File: src/design/three_channel_servo_slew_limiter_top_macros.svh
// ---------------------------------------------------------------------------
// Assertion macros for the servo slew limiter
// ---------------------------------------------------------------------------
`ifndef THREE_CHANNEL_SERVO_SLEW_LIMITER_TOP_MACROS_SVH
`define THREE_CHANNEL_SERVO_SLEW_LIMITER_TOP_MACROS_SVH

`ifndef ASSERT_OFF

// Property checked on every rising aclk edge, off while aresetn is low
`define TCSSL_ASSERT(lbl, prop, msg) \
    lbl: assert property (@(posedge aclk) disable iff (!aresetn) (prop)) \
        else $error(msg);

// Same-cycle implication
`define TCSSL_ASSERT_IMPL(lbl, ante, cons, msg) \
    lbl: assert property (@(posedge aclk) disable iff (!aresetn) \
        (ante) |-> (cons)) else $error(msg);

// Next-cycle implication
`define TCSSL_ASSERT_NEXT(lbl, ante, cons, msg) \
    lbl: assert property (@(posedge aclk) disable iff (!aresetn) \
        (ante) |=> (cons)) else $error(msg);

`else

`define TCSSL_ASSERT(lbl, prop, msg)
`define TCSSL_ASSERT_IMPL(lbl, ante, cons, msg)
`define TCSSL_ASSERT_NEXT(lbl, ante, cons, msg)

`endif

`endif

File: src/design/tcssl_pkg.sv
// ---------------------------------------------------------------------------
// tcssl_pkg
// Types and constants of the three-channel servo slew limiter.
// ---------------------------------------------------------------------------
package tcssl_pkg;

    localparam int NUM_CHANNELS = 3;
    localparam int POS_W        = 8;
    localparam int CH_IDX_W     = 2;
    localparam int CFG_IDX_W    = 4;
    localparam int CFG_DATA_W   = 8;

    localparam logic [POS_W-1:0] HOME_POSITION    = 8'd127;
    localparam logic [POS_W-1:0] RESET_INTERVAL   = 8'd20;
    localparam logic [POS_W-1:0] RESET_STEP       = 8'd1;
    localparam logic [POS_W-1:0] RESET_MIN_LIMIT  = 8'd0;
    localparam logic [POS_W-1:0] RESET_MAX_LIMIT  = 8'd255;
    localparam logic [POS_W-1:0] ELAPSED_CEILING  = 8'd255;

    // Input word function codes
    localparam logic FUNC_TICK       = 1'b0;
    localparam logic FUNC_SET_TARGET = 1'b1;

    // Configuration register indexes
    typedef enum logic [CFG_IDX_W-1:0] {
        REG_UPDATE_INTERVAL = 4'd0,
        REG_STEP_SIZE       = 4'd1,
        REG_MIN_LIMIT_0     = 4'd2,
        REG_MIN_LIMIT_1     = 4'd3,
        REG_MIN_LIMIT_2     = 4'd4,
        REG_MAX_LIMIT_0     = 4'd5,
        REG_MAX_LIMIT_1     = 4'd6,
        REG_MAX_LIMIT_2     = 4'd7
    } reg_index_t;

    typedef struct packed {
        logic                func;
        logic [CH_IDX_W-1:0] servo_index;
        logic [POS_W-1:0]    target_value;
    } in_word_t;

    typedef struct packed {
        logic [POS_W-1:0] position_0;
        logic [POS_W-1:0] position_1;
        logic [POS_W-1:0] position_2;
        logic             updated;
        logic             all_settled;
    } out_word_t;

endpackage

File: src/design/three_channel_servo_slew_limiter_top.sv
// ---------------------------------------------------------------------------
// three_channel_servo_slew_limiter_top
// Three servo channels ramp toward clamped targets, one step per update
// interval of millisecond ticks.
// ---------------------------------------------------------------------------
//
//  channel   ports                             direction  word
//  --------  --------------------------------  ---------  -----------------
//  input     s_valid s_ready s_data            in         tcssl_pkg::in_word_t
//  result    m_valid m_ready m_data            out        tcssl_pkg::out_word_t
//  config    cfg_valid cfg_ready cfg_index     in         8-bit register data
//            cfg_data
//
//  One word per cycle while m_ready is not stalled: each accepted word is worked
//  in a single pass through the clamp / step logic straight into the result register.
//  A new word is taken whenever the result register is empty or being taken
//  in the same cycle, so stalls on m_ready hold s_ready low.
//  Config writes are always taken (cfg_ready high); indexes above 7 are dropped.
//  Synchronous active-low reset restores limits, interval, step, home
//  positions and clears the elapsed counter; no clearing pass.
// ---------------------------------------------------------------------------

`include "three_channel_servo_slew_limiter_top_macros.svh"

module three_channel_servo_slew_limiter_top (
    input  logic                                      aclk,
    input  logic                                      aresetn,
    // input words
    input  logic                                      s_valid,
    output logic                                      s_ready,
    input  tcssl_pkg::in_word_t                       s_data,
    // result words
    output logic                                      m_valid,
    input  logic                                      m_ready,
    output tcssl_pkg::out_word_t                      m_data,
    // register writes
    input  logic                                      cfg_valid,
    output logic                                      cfg_ready,
    input  logic [tcssl_pkg::CFG_IDX_W-1:0]           cfg_index,
    input  logic [tcssl_pkg::CFG_DATA_W-1:0]          cfg_data
);

    localparam int NCH = tcssl_pkg::NUM_CHANNELS;
    localparam int PW  = tcssl_pkg::POS_W;

    // Configuration registers
    logic [PW-1:0] update_interval_reg;
    logic [PW-1:0] step_size_reg;
    logic [PW-1:0] min_limit_reg [NCH];
    logic [PW-1:0] max_limit_reg [NCH];

    // Channel state
    logic [PW-1:0] cur_pos_reg  [NCH];
    logic [PW-1:0] cur_pos_next [NCH];
    logic [PW-1:0] tgt_pos_reg  [NCH];
    logic [PW-1:0] tgt_pos_next [NCH];
    logic [PW-1:0] elapsed_reg;
    logic [PW-1:0] elapsed_next;

    // Result register
    logic                  m_valid_reg;
    tcssl_pkg::out_word_t  m_data_reg;
    tcssl_pkg::out_word_t  m_data_next;

    logic          s_fire;
    logic          do_update;
    logic          settled;
    logic [PW-1:0] elapsed_inc;
    logic [PW-1:0] span   [NCH];
    logic [PW-1:0] move   [NCH];

    assign s_ready   = !m_valid_reg || m_ready;
    assign s_fire    = s_valid && s_ready;
    assign cfg_ready = 1'b1;
    assign m_valid   = m_valid_reg;
    assign m_data    = m_data_reg;

    // Register writes
    always_ff @(posedge aclk) begin
        if (!aresetn) begin
            update_interval_reg <= tcssl_pkg::RESET_INTERVAL;
            step_size_reg       <= tcssl_pkg::RESET_STEP;
            for (int i = 0; i < NCH; i++) begin
                min_limit_reg[i] <= tcssl_pkg::RESET_MIN_LIMIT;
                max_limit_reg[i] <= tcssl_pkg::RESET_MAX_LIMIT;
            end
        end else if (cfg_valid) begin
            case (cfg_index)
                tcssl_pkg::REG_UPDATE_INTERVAL: update_interval_reg <= cfg_data;
                tcssl_pkg::REG_STEP_SIZE:       step_size_reg       <= cfg_data;
                tcssl_pkg::REG_MIN_LIMIT_0:     min_limit_reg[0]    <= cfg_data;
                tcssl_pkg::REG_MIN_LIMIT_1:     min_limit_reg[1]    <= cfg_data;
                tcssl_pkg::REG_MIN_LIMIT_2:     min_limit_reg[2]    <= cfg_data;
                tcssl_pkg::REG_MAX_LIMIT_0:     max_limit_reg[0]    <= cfg_data;
                tcssl_pkg::REG_MAX_LIMIT_1:     max_limit_reg[1]    <= cfg_data;
                tcssl_pkg::REG_MAX_LIMIT_2:     max_limit_reg[2]    <= cfg_data;
                default: ;
            endcase
        end
    end

    // Tick counter: saturating increment, cleared on update
    always_comb begin
        elapsed_inc  = (elapsed_reg < tcssl_pkg::ELAPSED_CEILING) ?
                       elapsed_reg + 1'b1 : elapsed_reg;
        do_update    = 1'b0;
        elapsed_next = elapsed_reg;
        if (s_data.func == tcssl_pkg::FUNC_TICK) begin
            if (elapsed_inc >= update_interval_reg) begin
                do_update    = 1'b1;
                elapsed_next = '0;
            end else begin
                elapsed_next = elapsed_inc;
            end
        end
    end

    // Per-channel target clamp and slew step
    always_comb begin
        for (int i = 0; i < NCH; i++) begin
            tgt_pos_next[i] = tgt_pos_reg[i];
            if (s_data.func == tcssl_pkg::FUNC_SET_TARGET &&
                s_data.servo_index == tcssl_pkg::CH_IDX_W'(i)) begin
                // when limits cross, a target below min gets min, any other gets max
                if (s_data.target_value < min_limit_reg[i])
                    tgt_pos_next[i] = min_limit_reg[i];
                else if (s_data.target_value > max_limit_reg[i])
                    tgt_pos_next[i] = max_limit_reg[i];
                else
                    tgt_pos_next[i] = s_data.target_value;
            end

            span[i] = (tgt_pos_reg[i] > cur_pos_reg[i]) ?
                      tgt_pos_reg[i] - cur_pos_reg[i] :
                      cur_pos_reg[i] - tgt_pos_reg[i];
            move[i] = (span[i] >= step_size_reg) ? step_size_reg : span[i];

            cur_pos_next[i] = cur_pos_reg[i];
            if (do_update) begin
                if (tgt_pos_reg[i] > cur_pos_reg[i])
                    cur_pos_next[i] = cur_pos_reg[i] + move[i];
                else
                    cur_pos_next[i] = cur_pos_reg[i] - move[i];
            end
        end
    end

    // Result word
    always_comb begin
        settled = 1'b1;
        for (int i = 0; i < NCH; i++) begin
            if (cur_pos_next[i] != tgt_pos_next[i])
                settled = 1'b0;
        end
        m_data_next.position_0  = cur_pos_next[0];
        m_data_next.position_1  = cur_pos_next[1];
        m_data_next.position_2  = cur_pos_next[2];
        m_data_next.updated     = do_update;
        m_data_next.all_settled = settled;
    end

    // State update on accepted word
    always_ff @(posedge aclk) begin
        if (!aresetn) begin
            elapsed_reg <= '0;
            for (int i = 0; i < NCH; i++) begin
                cur_pos_reg[i] <= tcssl_pkg::HOME_POSITION;
                tgt_pos_reg[i] <= tcssl_pkg::HOME_POSITION;
            end
        end else if (s_fire) begin
            elapsed_reg <= elapsed_next;
            for (int i = 0; i < NCH; i++) begin
                cur_pos_reg[i] <= cur_pos_next[i];
                tgt_pos_reg[i] <= tgt_pos_next[i];
            end
        end
    end

    // Output register control
    always_ff @(posedge aclk) begin
        if (!aresetn) begin
            m_valid_reg <= 1'b0;
        end else if (s_fire) begin
            m_valid_reg <= 1'b1;
        end else if (m_ready) begin
            m_valid_reg <= 1'b0;
        end
    end

    // Output register payload
    always_ff @(posedge aclk) begin
        if (s_fire) begin
            m_data_reg <= m_data_next;
        end
    end

    // Checks
    `TCSSL_ASSERT_IMPL(a_no_take_when_stalled, m_valid_reg && !m_ready, !s_ready,
        "input word taken while result is stalled")
    `TCSSL_ASSERT_NEXT(a_set_never_updates,
        s_fire && s_data.func == tcssl_pkg::FUNC_SET_TARGET, !m_data_reg.updated,
        "set-target word reported an update")
    `TCSSL_ASSERT_NEXT(a_update_clears_count, s_fire && do_update,
        elapsed_reg == '0 && m_data_reg.updated,
        "update did not clear elapsed count")
    `TCSSL_ASSERT_NEXT(a_step_zero_frozen, s_fire && step_size_reg == '0,
        cur_pos_reg[0] == $past(cur_pos_reg[0]) &&
        cur_pos_reg[1] == $past(cur_pos_reg[1]) &&
        cur_pos_reg[2] == $past(cur_pos_reg[2]),
        "position moved with step size zero")

endmodule

File: config.mk
export PLATFORM = sky130hd
export DESIGN_NAME = three_channel_servo_slew_limiter_top
export DESIGN_NICKNAME = d
export VERILOG_FILES = /design/src/design/tcssl_pkg.sv /design/src/design/three_channel_servo_slew_limiter_top.sv
export VERILOG_INCLUDE_DIRS = /design/src /design/src/design
export SDC_FILE = /design/constraint.sdc
export NUM_CORES = 1
export LEC_CHECK = 0
export ABC_CLOCK_PERIOD_IN_PS = 6800
export BUFFER_PORTS_ARGS = -buffer_cell sky130_fd_sc_hd__buf_2
export CORE_MARGIN = 5
export CORE_UTILIZATION = 57
export CTS_CLUSTER_DIAMETER = 50
export DETAILED_ROUTE_END_ITERATION = 10
export GPL_TIMING_DRIVEN = 0
export PLACE_DENSITY = 0.78
export SLEW_MARGIN = 20
export SYNTH_ARGS = -nofsm -noshare
export SYNTH_HDL_FRONTEND = slang
export SYNTH_SLANG_ARGS = --single-unit
export TNS_END_PERCENT = 100
File: constraint.sdc
create_clock -name aclk -period 6.8 [get_ports aclk]
set_input_delay 0 -clock aclk [delete_from_list [all_inputs] [get_ports aclk]]
set_output_delay 0 -clock aclk [all_outputs]
set_load 0.01 [all_outputs]
; Word level (Yosys, flattened, before mapping)
; Memory sizes are Yosys's and may differ from the RTL's.
; Cells that the tools add are included.
; Widths: inputs -> output; s select.
[totals]
mem_bits_rw = 96
in_bits = 28
word_cells = 146
memories = 4
reg_bits = 51
output_inout_bits = 29
[mem_list]
columns = name, depth, width, rd, rd_ports_with_merged_regs, wr, line
row1 = cur_pos_reg, 3, 8, 3, 0, 3, three_channel_servo_slew_limiter_top.sv:53  ; logic [PW-1:0] cur_pos_reg [NCH];
row2 = max_limit_reg, 3, 8, 3, 0, 3, three_channel_servo_slew_limiter_top.sv:50  ; logic [PW-1:0] max_limit_reg [NCH];
row3 = min_limit_reg, 3, 8, 3, 0, 3, three_channel_servo_slew_limiter_top.sv:49  ; logic [PW-1:0] min_limit_reg [NCH];
row4 = tgt_pos_reg, 3, 8, 3, 0, 3, three_channel_servo_slew_limiter_top.sv:55  ; logic [PW-1:0] tgt_pos_reg [NCH];
[classes]
n_eq_ne = 12
mux = 68
n_bitwise = 13
n_reduce_logical = 13
add_sub_neg = 13
n_lt_le_gt_ge = 14
[ops]
columns = operator, count
row1 = $mux 8, 35
row2 = $sub 8x8->8, 9
row3 = $gt 8x8->1, 6
row4 = $mux 1, 33
row5 = $ge 8x8->1, 4
row6 = $add 8x8->8, 3
row7 = $lt 8x8->1, 3
row8 = $ne 8x8->1, 3
row9 = $eq 4x3->1 const B, 4
row10 = $or 1x1->1, 12
row11 = $add 8x1->8 const B, 1
row12 = $eq 4x2->1 const B, 2
row13 = $lt 8x8->1 const B, 1
row14 = $reduce_and 2->1, 3
row15 = $eq 4x1->1 const B, 1
row16 = $logic_and 1x1->1, 4
row17 = $logic_not 4->1, 1
row18 = $eq 2x1->1 const B, 1
row19 = $eq 2x2->1 const B, 1
row20 = $logic_not 2->1, 1
row21 = $reduce_bool 2->1, 1
row22 = $reduce_or 2->1, 1
row23 = $logic_not 1->1, 1
row24 = $logic_or 1x1->1, 1
row25 = $not 1->1, 1

; Longest topological paths before layout
; An unclocked memory read counts as a cell.
[depth]
ltp_word = 10
ltp_mapped = 35
ltp_nobuf = 33

; Worst setup path after synthesis
; Ideal clock, no wire load.
[synth_path]
path_type = flip-flop to flip-flop
start = memory tgt_pos_reg[0][0] (netlist name)
end = register m_data_reg (netlist bit m_data[0]) (data pin)
stages_incl_launch_ff = 35
required_ns = 6.540
period_less_slack_ns = 6.668
arrival_time_ns = 6.408
path_buffers = 2
setup_slack_ns = 0.132
setup_time_ns = 0.260
path_cell_list = edfxtp_1 -> inv_1 -> ha_1 -> inv_1 -> fa_1 -> nand3_1 -> a21oi_1 -> o21ai_2 -> mux2i_1 -> xor2_1 -> ha_1 -> a21o_1 -> a21o_1 -> a21oi_1 -> o31a_1 -> clkbuf_1 -> clkbuf_1 -> o21ai_0 -> ha_1 -> nand2_1 -> o21ai_0 -> inv_1 -> ha_1 -> nor2b_1 -> o21ai_0 -> a21oi_1 -> o41ai_1 -> and3b_1 -> mux2i_1 -> nand4_1 -> xnor2_1 -> nor2_1 -> xnor2_1 -> xnor2_1 -> nor4_2
[synth_rtl]
columns = item, line
row1 = "start, declared", three_channel_servo_slew_limiter_top.sv:55
row2 = "end signal, assigned", three_channel_servo_slew_limiter_top.sv:193  ; m_data_reg <= m_data_next;
row3 = "end, declared", three_channel_servo_slew_limiter_top.sv:62  ; tcssl_pkg::out_word_t m_data_reg;

==> summary.txt <==
status -> finished, final reports clean
final hold violation count -> 0
Initial Util -> 0.578
nets -> 1616
Vias -> 10.5k
worst clock skew -> 17.6 ps
CORE AREA -> 0.0210 sq mm
die height -> 156 um
Worst-Skew Late Latency -> 440 ps
DIE AREA -> 0.0243 sq mm
Final setup viols -> 0
WS Path Type -> flop to flop
first-pass GRT wire length -> 54300 um
Pwr Density -> 236 mW/mm^2
Slew headroom -> 0.259
TritonCTS clock tree -> yes
Die W -> 156 um
Max Root-Sink Buffers -> 2
post-route minimum period -> 6710 ps
ys flop type -> edfxtp_1
worst slew pin tran -> 1100 ps
post-synthesis cell type count -> 84
Post-synth ARST share -> 0
max-slew violations -> 0
Area Growth Syn to Fin -> 16.9%
yosys synthesis warning count -> 0
Final ANT Viol Nets -> 0
WP data arrival -> 6960 ps
# port buffers -> 55
FF+latch count, synth -> 147
Lkg Pwr -> 6.19 nW
Reg area -> 0.00416 sq mm
initial antenna violation count -> 0
fmax -> 149 MHz
Mapped Nets -> 1493
Detailed Routing Iterations Pass 1 -> 5
clock slew at reported path FFs -> 80 ps
hold_ws -> 5.05 ps
final core utilization -> 0.676
per-cell routed wire length -> 20.4 um
Post-synth EDFFs -> 122
GP Congestion -> 0.924
drt drc -> 0
CP max FO -> 11
Diodes inserted -> 0
VDD IR-drop max -> 0.168 mV
min-delay worst type -> input pin to flop
Cells after Synth -> 1311
Avg Inst Size Synth -> 9.24 sq um
CP endpoint kind -> flop
Ports -> 57
Startpoint Class -> flop
fin crit share -> 0.987
initial drt markers -> 1098
dpl hpwl -> 25500 um
CP max stage cell -> a211o_2
CTS root buffer -> clkbuf_16
register area share after synthesis -> 0.344
largest net degree at the start of global routing -> 49
Max H-tree Level -> 4
MaxCap Viol Count -> 0
setup_tns -> 0 ps
multi-input logic area -> 0.00757 sq mm
GRT overflow -> 0
Mapped Area -> 0.0121 sq mm
fillcell total -> 1619
CP max stage delay -> 440 ps
CTS sink count -> 147
Overall Global Routing Usage -> 0.284
number of global-route vias before repair -> 10.4k
Req. time, crit path -> 7050 ps
fraction of layout cells with a size suffix above 1 -> 0.180
DR vias/cell -> 6.12
CTS Buf Count -> 17
Site Rows -> 53
final wirelength -> 35100 um
Largest register FFs -> 26
==> report_power, final <==
group	leakage [nW]	internal (mW)	switching, mW
registers	1.24	1.01	0.0204
clock network	0.282	0.524	0.417
logic	4.67	0.610	0.762
total	6.19	2.14	1.20
==> final cells by class <==
cell class / count / share of cell area
clock buffer: 18 / 0.0310
timing repair buffer: 109 / 0.0498
clock inverter: 14 / 0.00980
multi-input combinational: 967 / 0.534
tap: 275 / 0.0243
buffer: 36 / 0.0150
inverter: 156 / 0.0417
sequential: 147 / 0.294
==> final timing paths <==
| path | startpoint | to | slack (ps) | cells after the start |
|---|---|---|---|---|
| worst max-delay path | tgt_pos_reg[0][18] | m_data[0] | 90 | 32 |
| worst min-delay path | aresetn | elapsed_reg[0] | 5 | 3 |
| worst max register to register | tgt_pos_reg[0][18] | m_data[0] | 90 | 32 |
| worst min register to register | update_interval_reg[4] | update_interval_reg[4] | 490 | 2 |
==> worst max-delay path: cells and delay by family (launching register included) <==
family                   cells  cell delay, ps
XOR/XNOR                     3             400
buffers and inverters        4             590
multiplexers                 1             160
adder cells (fa/ha/maj)      3             800
AO/OA/AOI/OAI               12            2370
AND/OR/NAND/NOR              9            1800
flip-flops                   1             420
==> layout by cell type (no fill, tap or decap), types with 17 or more instances in the layout <==
master	netlist	routed
inv_1	155	152
ha_1	145	140
buf_2	4	58
nor2_1	81	79
xnor2_1	50	45
a21oi_1	101	91
nor2b_1	20	17
nand3_1	28	26
dfxtp_1	25	25
buf_4	1	45
o21ai_0	71	54
nand2_1	98	97
clkbuf_1	30	23
nand2b_1	24	24
edfxtp_1	122	122
mux2i_1	47	44
a21o_1	20	20
xor2_1	29	26
clkbuf_16	0	17
nand4_1	18	18
==> Yosys cell counts, types with 4 or more instances <==
cell type / count / area (sq um)
inv_1: 155 / 582
ha_1: 145 / 1810
edfxtp_1: 122 / 3660
a21oi_1: 101 / 505
nand2_1: 98 / 368
nor2_1: 81 / 304
o21ai_0: 71 / 355
xnor2_1: 50 / 438
mux2i_1: 47 / 470
clkbuf_1: 30 / 113
xor2_1: 29 / 254
nand3_1: 28 / 140
dfxtp_1: 25 / 500
nand2b_1: 24 / 150
a21o_1: 20 / 150
nor2b_1: 20 / 125
a31oi_1: 18 / 113
nand4_1: 18 / 113
and2_1: 16 / 100
mux2_2: 16 / 180
nor3_1: 15 / 75.1
o21a_1: 12 / 90.1
or2_2: 12 / 75.1
or3_1: 11 / 68.8
fa_1: 9 / 180
o2111ai_1: 8 / 70.1
o211ai_1: 8 / 60.1
a21boi_0: 7 / 52.6
nor3b_1: 7 / 52.6
o221ai_1: 7 / 61.3
a211oi_1: 6 / 45.0
and4_1: 6 / 52.6
nor4_1: 6 / 37.5
a221oi_1: 5 / 43.8
buf_2: 4 / 20.0
nand3b_1: 4 / 30.0
o31ai_1: 4 / 30.0
==> per-stage QoR <==
stage / worst slack (ps) / instances / cell area [sq um] / power (mW)
2_1_floorplan: 132 / 1311 / 12100 / 1.91
3_3_place_gp: -1290 / 1641 / 12700 / 2.11
3_5_place_dp: -1470 / 1641 / 12700 / 2.15
4_1_cts: 13.6 / 1699 / 13800 / 3.19
5_1_grt: -100 / 1722 / 14200 / 3.49
6_report: 87.1 / 1722 / 14200 / 3.34
==> logic make-up after synthesis <==
group           after synthesis  synth area share
compound gates              303             0.160
xor+xnor                     79            0.0571
fa+ha+maj                   154             0.165
buf+inv                     197            0.0655
flops                       147             0.344
mux                          64            0.0546
other cells                   1          0.000309
simple gates                366             0.154
==> per-layer routing <==
layer  vias up  part of all wire  global-route usage  wire length, um
met4         0             0.049               0.133             1710
met3       129             0.072              0.0416             2530
met2       442              0.48               0.490            17000
li1       4916                 -                   -                -
met5         -                 0                   0                0
met1      5060              0.40               0.351            13900
==> what timing repair did <==
action	in CTS	in global routing
endpoints found under the hold margin	37	0
pin swaps	13	26
buffers inserted	20	24
hold buffers	10	0
setup endpoints to repair	9	5
gates resized for setup	52	63
gates cloned	0	0
No activity file was read; power rests on OpenSTA's default activity.
